**config.mk**
```make
export PLATFORM = sky130hd
export DESIGN_NAME = lbtc_size
export DESIGN_NICKNAME = d
export VERILOG_FILES = /design/src/design/lbtc_pkg.sv /design/src/design/lbtc_size.sv
export SDC_FILE = /design/constraint.sdc
export NUM_CORES = 1
export LEC_CHECK = 0
export ABC_AREA = 0
export BUFFER_PORTS_ARGS = -buffer_cell sky130_fd_sc_hd__buf_2
export CAP_MARGIN = 30
export CORE_ASPECT_RATIO = 1.5
export CORE_MARGIN = 5
export CORE_UTILIZATION = 64
export DETAILED_ROUTE_END_ITERATION = 10
export GPL_TIMING_DRIVEN = 0
export PLACE_DENSITY = 0.84
export SLEW_MARGIN = 20
export SYNTH_ARGS = -nofsm -noshare
export SYNTH_HDL_FRONTEND = slang
export SYNTH_SLANG_ARGS = --single-unit
```
**constraint.sdc**
```tcl
create_clock -name clk -period 11.2 [get_ports clk]
set_input_delay 0.56 -clock clk [delete_from_list [all_inputs] [get_ports clk]]
set_output_delay 0.56 -clock clk [all_outputs]
set_load 0.01 [all_outputs]
```
**src/design/lbtc_pkg.sv**
```systemverilog
`timescale 1ns / 1ps
`default_nettype none
package lbtc_pkg;

	localparam int ENTRIES     = 64;
	localparam int SLOT_W      = $clog2(ENTRIES);
	localparam int LINK_W      = SLOT_W + 1;
	localparam int COUNT_W     = LINK_W;
	localparam int MARGIN_ROWS = 4;
	localparam int WORD_BYTES  = 4;

	// The top bit of a link marks the end of the chain.
	localparam logic [LINK_W-1:0] NIL = LINK_W'(ENTRIES);

	localparam logic [1:0] FN_ACCESS      = 2'd0;
	localparam logic [1:0] FN_REMOVE_POLY = 2'd1;
	localparam logic [1:0] FN_REMOVE_TEX  = 2'd2;
	localparam logic [1:0] FN_CLEAR       = 2'd3;

	localparam logic REG_BUDGET = 1'b0;
	localparam logic REG_TEXEL  = 1'b1;

	typedef struct packed {
		logic [15:0] polygon;
		logic [15:0] texture;
		logic [1:0]  mip;
		logic [31:0] size;
		logic [31:0] frame;
	} ent_t;

	typedef struct packed {
		logic [LINK_W-1:0] newer;
		logic [LINK_W-1:0] older;
	} lnk_t;

endpackage
`default_nettype wire

```
**src/design/lbtc_size.sv**
```systemverilog
`timescale 1ns / 1ps
`default_nettype none
module lbtc_size (
	input  wire logic        clk,
	input  wire logic [2:0]  texel_bytes,
	input  wire logic [12:0] tex_width,
	input  wire logic [12:0] tex_height,
	input  wire logic [1:0]  mip_level,
	input  wire logic [15:0] lightmap_words,
	output logic      [31:0] entry_bytes
);
	import lbtc_pkg::*;

	logic [12:0] cols;
	logic [13:0] rows;
	logic [26:0] area_s1;
	logic [2:0]  tb_s1;
	logic [15:0] lw_s1;
	logic [29:0] texels;
	logic [17:0] lw_bytes;

	always_comb begin
		cols = tex_width >> mip_level;
		rows = ((14'(tex_height) + ((14'd1 << mip_level) - 14'd1)) >> mip_level)
			+ 14'(2 * MARGIN_ROWS);
	end

	// Two registered multiplies; the operands are held for the whole item.
	always_ff @(posedge clk) begin
		area_s1 <= 27'(cols) * 27'(rows);
		tb_s1   <= texel_bytes;
		lw_s1   <= lightmap_words;
	end

	always_comb begin
		texels   = 30'(tb_s1) * 30'(area_s1);
		lw_bytes = 18'(lw_s1) * 18'(WORD_BYTES);
	end

	always_ff @(posedge clk) begin
		entry_bytes <= 32'(texels) + 32'(lw_bytes);
	end

endmodule
`default_nettype wire

```
==> results of run 1 <==
-- layer usage --
| layer | vias up | wire (um) | part of all wire, % | global-route usage (%) |
|---|---|---|---|---|
| met4 | 0 | 2044 | 6.4 | 17.75 |
| li1 | 4789 | - | - | - |
| met5 | - | 0 | 0 | 0 |
| met3 | 125 | 1500 | 4.7 | 3.046 |
| met2 | 383 | 17220 | 54 | 59.43 |
| met1 | 5026 | 10930 | 34 | 31.30 |
-- cell families (layout without fill, tap and decap cells) --
group	Yosys count	in the layout	synth area share, %
and+or+nand+nor	447	447	16.77
buffers and inverters	305	402	9.799
adders and majority gates	303	303	42.35
AOI/OAI and AO/OA	220	220	12.20
DFF	77	77	12.79
xor gates and xnor gates	62	62	4.505
muxes	18	18	1.557
other	1	1	0.03111
-- worst max-delay path, delay by kind of cell --
family,cells,cell delay [ps]
adder cells (fa/ha/maj),10,4250
AO/OA/AOI/OAI,8,2040
AND/OR/NAND/NOR,8,1800
buffers and inverters,12,1510
XOR/XNOR,3,740
-- repair_timing --
| action | in CTS | in global routing |
|---|---|---|
| gates resized for setup | 3 | 4 |
| setup buffers | 0 | 2 |
| setup endpoints to repair | 4 | 9 |
| pin swaps | 0 | 1 |
-- metrics by stage --
stage | TNS (ps) | std cells | utilization, % | hold WS [ps]
6_report | 0 | 1782 | 71.11 | 320.0
4_1_cts | 0 | 1779 | 70.90 | 312.2
2_1_floorplan | 0 | 1433 | - | 449.5
5_1_grt | 0 | 1782 | 71.11 | 314.8
3_5_place_dp | -3557 | 1763 | 68.83 | 471.6
3_3_place_gp | -8575 | 1761 | 68.74 | 474.6
-- cell usage in the layout, fill, tap and decap left out, types with 7 or more instances in the layout --
cell type / n
or3_1: 10
or2_2: 9
o21a_1: 14
a21o_1: 16
xnor2_1: 49
nand2_1: 183
and2_1: 31
o31ai_1: 7
clkbuf_1: 27
nand3_1: 21
mux2i_1: 12
nor2b_1: 8
buf_2: 84
nor2_1: 115
dfxtp_1: 77
o21ai_0: 34
ha_1: 128
o21bai_1: 7
nor3_1: 27
clkbuf_16: 9
a211o_1: 11
o21ai_1: 8
fa_1: 175
nand2b_1: 10
xor2_1: 13
a21oi_1: 64
inv_1: 264
nor4_1: 8
a211oi_1: 9
-- flip-flops by register name (all words and copies together) (netlist names) --
name / cells
entry_bytes: 31
area_s1: 27
lw_s1: 16
tb_s1: 3
-- layout make-up --
class / count / area [um^2] / area share (%)
timing repair buffer: 81 / 422.9 / 3.207
clock inverter: 7 / 146.4 / 1.110
sequential: 77 / 1541 / 11.69
multi-input combinational: 1051 / 9355 / 70.94
buffer: 41 / 190.2 / 1.442
tap: 252 / 315.3 / 2.391
clock buffer: 9 / 225.2 / 1.708
inverter: 264 / 991.0 / 7.514
-- worst paths after layout --
kind	start	end	slack (ps)	cells after the start
setup / recovery	mip_level[0]	area_s1[23]$_DFF_P_	480	41
hold / removal	texel_bytes[0]	tb_s1[0]$_DFF_P_	320	1
setup reg to reg	tb_s1[1]$_DFF_P_	entry_bytes[28]$_DFF_P_	5320	17
hold reg to reg	area_s1[0]$_DFF_P_	entry_bytes[0]$_DFF_P_	490	1
==> key figures, run 1 <==
Floorplan
  • Starting Density: 64.99%
  • # IOs: 80
  • Die height: 178.1 um
  • Cell Rows: 61
  • Die area: 21740 um^2
  • Die Width: 122.1 um
  • Core Box Area: 18550 um^2

Setup path
  • Critical path arrival: 10940 ps
  • Worst path required time: 11420 ps
  • CP max FO: 10
  • Slowest Stage Delay on Critical Path: 570 ps
  • CP max-delay cell: fa_1
  • Startpoint types: primary input
  • CP endpoint kind: flip-flop
  • CP dominant cell by count: inv_1
  • Critical path class: primary input to flip-flop

Place
  • GPL Wtd Cong: 1.008
  • Pre-CTS setup slack: -790.4 ps
  • Port Buffers: 76
  • DP HPWL: 26220 um
  • Post-DP Area: 12770 um^2

Synthesis
  • Top cells by count, synth: inv_1, nand2_1, fa_1
  • Yosys cell types: 66
  • Area leader, netlist: fa_1
  • Synth area leaders: fa_1, ha_1, dfxtp_1, inv_1, nand2_1
  • Cells after Synth: 1433
  • Most used flip-flop cell after synthesis: dfxtp_1
  • Synth warnings: 0
  • Syn nets: 1784
  • Most frequent cell after synthesis: inv_1
  • Cell Area, Synth: 12050 um^2
  • Avg Inst Size Synth: 8.412 um^2
  • Sequential area share after synthesis: 12.79%
  • Post-synth EDFFs: 0
  • FFs w/ async S/R, synth: 0%
  • Top cell type's share of synthesized area: 29.06%
  • #FFs+latches synth: 77

Layout
  • Synth-to-layout area growth: 9.404%
  • Filler cells: 1506
  • Post-route cell area: 13190 um^2
  • Diodes inserted: 0
  • Fin nets: 1876
  • Layout cells sized above 1: 8.693%

Routing
  • DRC violations left: 0
  • Final wirelength: 31690 um
  • Final ANT Viol Nets: 0
  • Initial drt markers: 531
  • Avg WL per Cell: 17.78 um
  • Vias per inst: 5.793
  • Routed vias: 10320
  • Detailed Routing Iterations Pass 1: 7

Clock network
  • H-tree levels: 3
  • TritonCTS clock tree: built
  • TritonCTS buffer count: 9
  • Hold Buf Count CTS: 0
  • Root Buffer: clkbuf_16
  • CTS Buffer Depth: 2
  • Reg clk slew, reported paths: 60 ps
  • Clk Latency, worst-skew pair: 340 ps
  • Clock tree sinks: 77

STA
  • Tmin final: 10720 ps
  • Setup-failing EPs final: 0
  • Fin crit share: 95.73%
  • Worst-margin pin slew: 1026 ps
  • Slew Limit Fails: 0
  • Fmax: 0.09327 GHz
  • Final hold violation count: 0
  • Fin worst setup slack: 478.5 ps
  • Worst slew margin: 31.15%
  • Post-Route Skew: 7.025 ps
  • RSZ-0062 raised after global routing: false

Global route
  • Overflow after GRT: 0
  • Largest net degree at the start of global routing: 15
  • Antenna violations before repair: 0
  • Total GRT Usage: 30.69%
  • First-pass GRT wire length: 52510 um
  • Vias in the first global route: 11140

Min path
  • Worst hold-check path type: primary input to flip-flop

Job
  • Max Cap Viol: 0

Run status
  • Outcome: finished, final reports clean
Power of run 1 is not shown: default switching activity piles up to over one toggle a cycle in this logic, so the estimate is an artifact.
==> inputs of run 2 (changes only) <==
Settings changed: BUFFER_PORTS_ARGS -buffer_cell sky130_fd_sc_hd__buf_2 to -buffer_cell sky130_fd_sc_hd__clkbuf_2.
==> run 2 against run 1 <==
Utilization down 0.51 points. Cell count about the same. Die area unchanged. Worst hold slack worse by 11 ps. Sequential share of layout area up 0.084 points. Critical path type unchanged. Critical endpoint unchanged. Highest routed layer unchanged.
==> key figures, run 2 (synthesis gave the netlist of run 1 again) <==
Run status
  • Outcome: finished, final reports clean (unchanged)

Routing
  • Met2 Wirelength: 15790 um (was 17220 um)
  • Avg WL per Cell: 16.65 um (was 17.78 um)
  • Met3 wire length: 1345 um (was 1500 um)
  • Detailed Routing Iterations Pass 1: 5 (was 7)
  • Metal-1 WL: 10520 um (was 10930 um)
  • DRC violations left: 0 (unchanged)
  • Top Layer Used: met4 (unchanged)
  • Initial drt markers: 525 (was 531)
  • Routed vias: 10120 (was 10320)
  • Final ANT Viol Nets: 0 (unchanged)
  • Final wirelength: 29660 um (was 31690 um)
  • Vias per inst: 5.682 (was 5.793)

Min path
  • Worst hold-check path type: primary input to flip-flop (unchanged)
  • Hold wc startpoint: texel_bytes[0] (unchanged)
  • Hold endpoint: tb_s1[0]$_DFF_P_ (unchanged)
  • Worst Hold Depth: 1 (unchanged)

Setup path
  • CP max-delay cell: fa_1 (unchanged)
  • Reg2Reg Depth: 16 (was 17)
  • CP dominant cell by count: inv_1 (unchanged)
  • Startpoint types: primary input (unchanged)
  • CP max FO: 10 (unchanged)
  • Slowest Stage Delay on Critical Path: 560 ps (was 570 ps)
  • Critical path arrival: 10990 ps (was 10940 ps)
  • Critical path class: primary input to flip-flop (unchanged)
  • Crit path from: mip_level[0] (unchanged)
  • Worst reg2reg startpoint: tb_s1[1]$_DFF_P_ (unchanged)
  • Worst path required time: 11430 ps (was 11420 ps)
  • Critical R2R Capture: entry_bytes[28]$_DFF_P_ (unchanged)
  • Flop2flop setup slack: 5220 ps (was 5320 ps)
  • CP endpoint kind: flip-flop (unchanged)

Layout
  • Reg with most FFs: entry_bytes (unchanged)
  • Most frequent cells in the layout: inv_1, nand2_1, fa_1, ha_1, nor2_1 (unchanged)
  • Final Non-Filler Cells: 1781 (was 1782)
  • Leading registers by flop count: entry_bytes: 31 flops, area_s1: 27 flops, lw_s1: 16 flops (unchanged)
  • Fin nets: 1875 (was 1876)
  • Diodes inserted: 0 (unchanged)
  • Commonest non-fill, non-tap cell in the layout: inv_1 (unchanged)
  • Max reg flops: 31 (unchanged)
  • Layout cells sized above 1: 8.698% (was 8.693%)
  • Synth-to-layout area growth: 8.626% (was 9.404%)

STA
  • Final hold violation count: 0 (unchanged)
  • Post-Route Skew: 11.95 ps (was 7.025 ps)
  • Setup-failing EPs final: 0 (unchanged)
  • Tmin final: 10770 ps (was 10720 ps)
  • Min Hold Slack: 309.2 ps (was 320.0 ps)
  • Fin crit share: 96.12% (was 95.73%)
  • Worst slew margin: 28.88% (was 31.15%)
  • Slew Limit Fails: 0 (unchanged)
  • RSZ-0062 raised after global routing: false (unchanged)
  • Fmax: 0.09289 GHz (was 0.09327 GHz)
  • Worst-margin pin slew: 1040 ps (was 1026 ps)
  • Fin worst setup slack: 434.8 ps (was 478.5 ps)

Job
  • Max Cap Viol: 0 (unchanged)

Place
  • DP HPWL: 25240 um (was 26220 um)
  • Pre-CTS setup slack: -745.8 ps (was -790.4 ps)
  • Port Buffers: 76 (unchanged)
  • GPL Wtd Cong: 1.025 (was 1.008)
  • Placed cells: 1764 (was 1763)

Clock network
  • Reg clk slew, reported paths: 70 ps (was 60 ps)
  • Root Buffer: clkbuf_16 (unchanged)
  • CTS Buffer Depth: 2 (unchanged)
  • TritonCTS buffer count: 9 (unchanged)
  • TritonCTS clock tree: built (unchanged)
  • Clk Latency, worst-skew pair: 350 ps (was 340 ps)
  • Clock tree sinks: 77 (unchanged)
  • H-tree levels: 3 (unchanged)

Global route
  • Overflow after GRT: 0 (unchanged)
  • Largest net degree at the start of global routing: 17 (was 15)
  • Vias in the first global route: 10590 (was 11140)
  • First-pass GRT wire length: 49180 um (was 52510 um)
  • Antenna violations before repair: 0 (unchanged)
  • Total GRT Usage: 28.61% (was 30.69%)

Floorplan
  • Die height: 178.1 um (unchanged)
  • Starting Density: 64.99% (unchanged)
  • Core Box Area: 18550 um^2 (unchanged)
  • Die area: 21740 um^2 (unchanged)
  • Die Width: 122.1 um (unchanged)
  • # IOs: 80 (unchanged)
  • Cell Rows: 61 (unchanged)
[run 2: worst max path at each step]
| stage | end | slack [ps] | cells after the start |
|---|---|---|---|
| after floorplan | area_s1[23]$_DFF_P_ | 1090 | 40 |
| after global placement | area_s1[23]$_DFF_P_ | -820 | 40 |
| after detailed placement | area_s1[23]$_DFF_P_ | -750 | 40 |
| after CTS | area_s1[23]$_DFF_P_ | 90 | 42 |
| after global routing | area_s1[23]$_DFF_P_ | 30 | 40 |
| final | area_s1[23]$_DFF_P_ | 430 | 40 |
[run 2: critical path, delay by kind of cell]
family / cells / cell delay [ps]
compound gates: 8 / 2230
simple gates: 8 / 1950
xor+xnor: 3 / 800
fa+ha+maj: 10 / 4160
buf+inv: 11 / 1290
[run 2: layer usage]
layer / vias up / global-route usage [%]
met4: 0 / 17.52
met5: - / 0
li1: 4800 / -
met3: 118 / 2.411
met1: 4852 / 29.95
met2: 349 / 54.38
[run 2: layout make-up]
class	instances	area (um^2)
multi-input cells	1051	9363
fillers	1484	5453
flip-flops and latches	77	1541
inverters	264	991.0
repair buffers	81	407.9
well taps	252	315.3
clock buffers	9	225.2
plain buffers	40	186.4
clock inverters	7	63.81
[run 2: metrics by stage]
stage	instance area [um^2]	TNS [ps]	utilization (%)
final	13090	0	70.60
after global routing	13090	0	70.60
after CTS	13070	0	70.47
after detailed placement	12770	-3202	68.85
after global placement	12750	-3844	68.74
after floorplan	12050	0	-
[run 2: what timing repair did]
action	4_1_cts	5_1_grt
buffers inserted	0	0
resized for setup	4	5
endpoints found under the setup margin	4	8
pin swaps	0	0
hold buffers	0	0
Power of run 2 is left out for the same reason.
==> inputs of run 3 (changes only) <==
--- a/config.mk
+++ b/config.mk
@@ -12,4 +12,5 @@
 export CORE_MARGIN = 5
 export CORE_UTILIZATION = 64
+export CTS_CLUSTER_SIZE = 40
 export DETAILED_ROUTE_END_ITERATION = 10
 export GPL_TIMING_DRIVEN = 0
==> constraint.sdc (replaced) <==
create_clock -name clk -period 11.2 [get_ports clk]
set_input_delay 0 -clock clk [delete_from_list [all_inputs] [get_ports clk]]
set_output_delay 0 -clock clk [all_outputs]
set_load 0.01 [all_outputs]
==> run 3 against run 2 <==
Non-clock buffer count up 20. Sequential cell count unchanged. Routed wire length grew 4.2%.
==> key figures, run 3 (synthesis gave the netlist of run 1 again) <==
STA
  • Fin crit share: 95.52% (was 96.12%)
  • Setup-failing EPs final: 0 (unchanged)
  • Tmin final: 10700 ps (was 10770 ps)
  • Final TNS setup: 0 ps (unchanged)
  • Final hold violation count: 0 (unchanged)
  • Slew Limit Fails: 0 (unchanged)
  • Worst slew margin: 33.92% (was 28.88%)
  • Fin worst setup slack: 502.1 ps (was 434.8 ps)
  • Worst-margin pin slew: 991.2 ps (was 1040 ps)
  • Fmax: 0.09348 GHz (was 0.09289 GHz)
  • RSZ-0062 raised after global routing: false (unchanged)
  • Post-Route Skew: 14.49 ps (was 11.95 ps)

Place
  • DP HPWL: 25240 um (unchanged)
  • GPL Wtd Cong: 1.025 (unchanged)
  • Port Buffers: 76 (unchanged)
  • Pre-CTS setup slack: -185.8 ps (was -745.8 ps)
  • Placed cells: 1764 (unchanged)

Floorplan
  • Cell Rows: 61 (unchanged)
  • Die area: 21740 um^2 (unchanged)
  • Die height: 178.1 um (unchanged)
  • # IOs: 80 (unchanged)
  • Starting Density: 64.99% (unchanged)
  • Core Box Area: 18550 um^2 (unchanged)
  • Die Width: 122.1 um (unchanged)

Global route
  • Antenna violations before repair: 0 (unchanged)
  • Overflow after GRT: 0 (unchanged)
  • Vias in the first global route: 10830 (was 10590)
  • Total GRT Usage: 29.62% (was 28.61%)
  • Largest net degree at the start of global routing: 17 (unchanged)
  • First-pass GRT wire length: 50720 um (was 49180 um)

Min path
  • Worst hold-check path type: primary input to flip-flop (unchanged)

Routing
  • Avg WL per Cell: 17.16 um (was 16.65 um)
  • Detailed Routing Iterations Pass 1: 5 (unchanged)
  • Initial drt markers: 496 (was 525)
  • Vias per inst: 5.708 (was 5.682)
  • Final ANT Viol Nets: 0 (unchanged)
  • DRC violations left: 0 (unchanged)
  • Final wirelength: 30900 um (was 29660 um)
  • Routed vias: 10280 (was 10120)

Layout
  • Diodes inserted: 0 (unchanged)
  • Synth-to-layout area growth: 10.10% (was 8.626%)
  • Layout cells sized above 1: 8.328% (was 8.698%)
  • Max reg flops: 31 (unchanged)
  • Leading registers by flop count: entry_bytes: 31 flops, area_s1: 27 flops, lw_s1: 16 flops (unchanged)
  • Fin nets: 1895 (was 1875)
  • Reg with most FFs: entry_bytes (unchanged)
  • Commonest non-fill, non-tap cell in the layout: inv_1 (unchanged)
  • Most frequent cells in the layout: inv_1, nand2_1, fa_1, ha_1, nor2_1 (unchanged)
  • Final Non-Filler Cells: 1801 (was 1781)

Setup path
  • Startpoint types: primary input (unchanged)
  • Critical path arrival: 10930 ps (was 10990 ps)
  • CP dominant cell by count: inv_1 (unchanged)
  • CP max-delay cell: a2111oi_1 (was fa_1)
  • Slowest Stage Delay on Critical Path: 670 ps (was 560 ps)
  • Worst path required time: 11430 ps (about the same)
  • CP endpoint kind: flip-flop (unchanged)
  • Critical path class: primary input to flip-flop (unchanged)
  • CP max FO: 10 (unchanged)

Clock network
  • Clock tree sinks: 77 (unchanged)
  • CTS Buffer Depth: 2 (unchanged)
  • Reg clk slew, reported paths: 70 ps (about the same)
  • TritonCTS clock tree: built (unchanged)
  • H-tree levels: 3 (unchanged)
  • Clk Latency, worst-skew pair: 350 ps (about the same)
  • Postcts setup bufs: 0 (unchanged)
  • Root Buffer: clkbuf_16 (unchanged)
  • TritonCTS buffer count: 9 (unchanged)

Job
  • Max Cap Viol: 0 (unchanged)

Run status
  • Outcome: finished, final reports clean (unchanged)
[run 3: worst paths after layout]
path | from | to | slack, ps | cells past startpoint
worst min-delay path | lightmap_words[1] | lw_s1[1]$_DFF_P_ | 300 | 2
worst min register to register | area_s1[0]$_DFF_P_ | entry_bytes[0]$_DFF_P_ | 490 | 1
worst max register to register | tb_s1[1]$_DFF_P_ | entry_bytes[28]$_DFF_P_ | 5300 | 16
worst max-delay path | mip_level[0] | area_s1[23]$_DFF_P_ | 500 | 42
[run 3: stage by stage]
stage / hold WS (ps) / utilization, % / cell area [um^2]
4_1_cts: 282.8 / 71.43 / 13250
5_1_grt: 306.1 / 71.56 / 13270
3_3_place_gp: 102.9 / 68.74 / 12750
6_report: 296.9 / 71.56 / 13270
2_1_floorplan: 27.72 / - / 12050
3_5_place_dp: 103.9 / 68.85 / 12770
[run 3: timing repair]
item,in CTS,in global routing
hold buffers,19,0
gates resized for setup,0,5
endpoints found under the setup margin,0,6
endpoints found under the hold margin,19,0
[run 3: layout make-up]
type                            count  area, um^2
Tap cell                          252       315.3
Clock inverter                      7       63.81
Inverter                          264       991.0
Clock buffer                        9       225.2
Sequential cell                    77        1541
Multi-Input combinational cell   1051        9346
Buffer                             41       190.2
Timing Repair Buffer              100       598.1
Fill cell                        1449        5275
[run 3: worst max-delay path: cells and delay by family]
| family | cells | cell delay (ps) |
|---|---|---|
| simple gates | 8 | 1680 |
| xor+xnor | 2 | 330 |
| buf+inv | 13 | 1890 |
| compound gates | 8 | 2580 |
| mux | 1 | 230 |
| fa+ha+maj | 10 | 4200 |
[run 3: layer usage]
| metal | part of all wire (%) | global-route usage, % |
|---|---|---|
| met2 | 53 | 56.30 |
| met1 | 35 | 30.53 |
| met4 | 7.0 | 18.96 |
| met3 | 4.2 | 2.665 |
| met5 | 0 | 0 |
Power of run 3 is left out for the same reason.
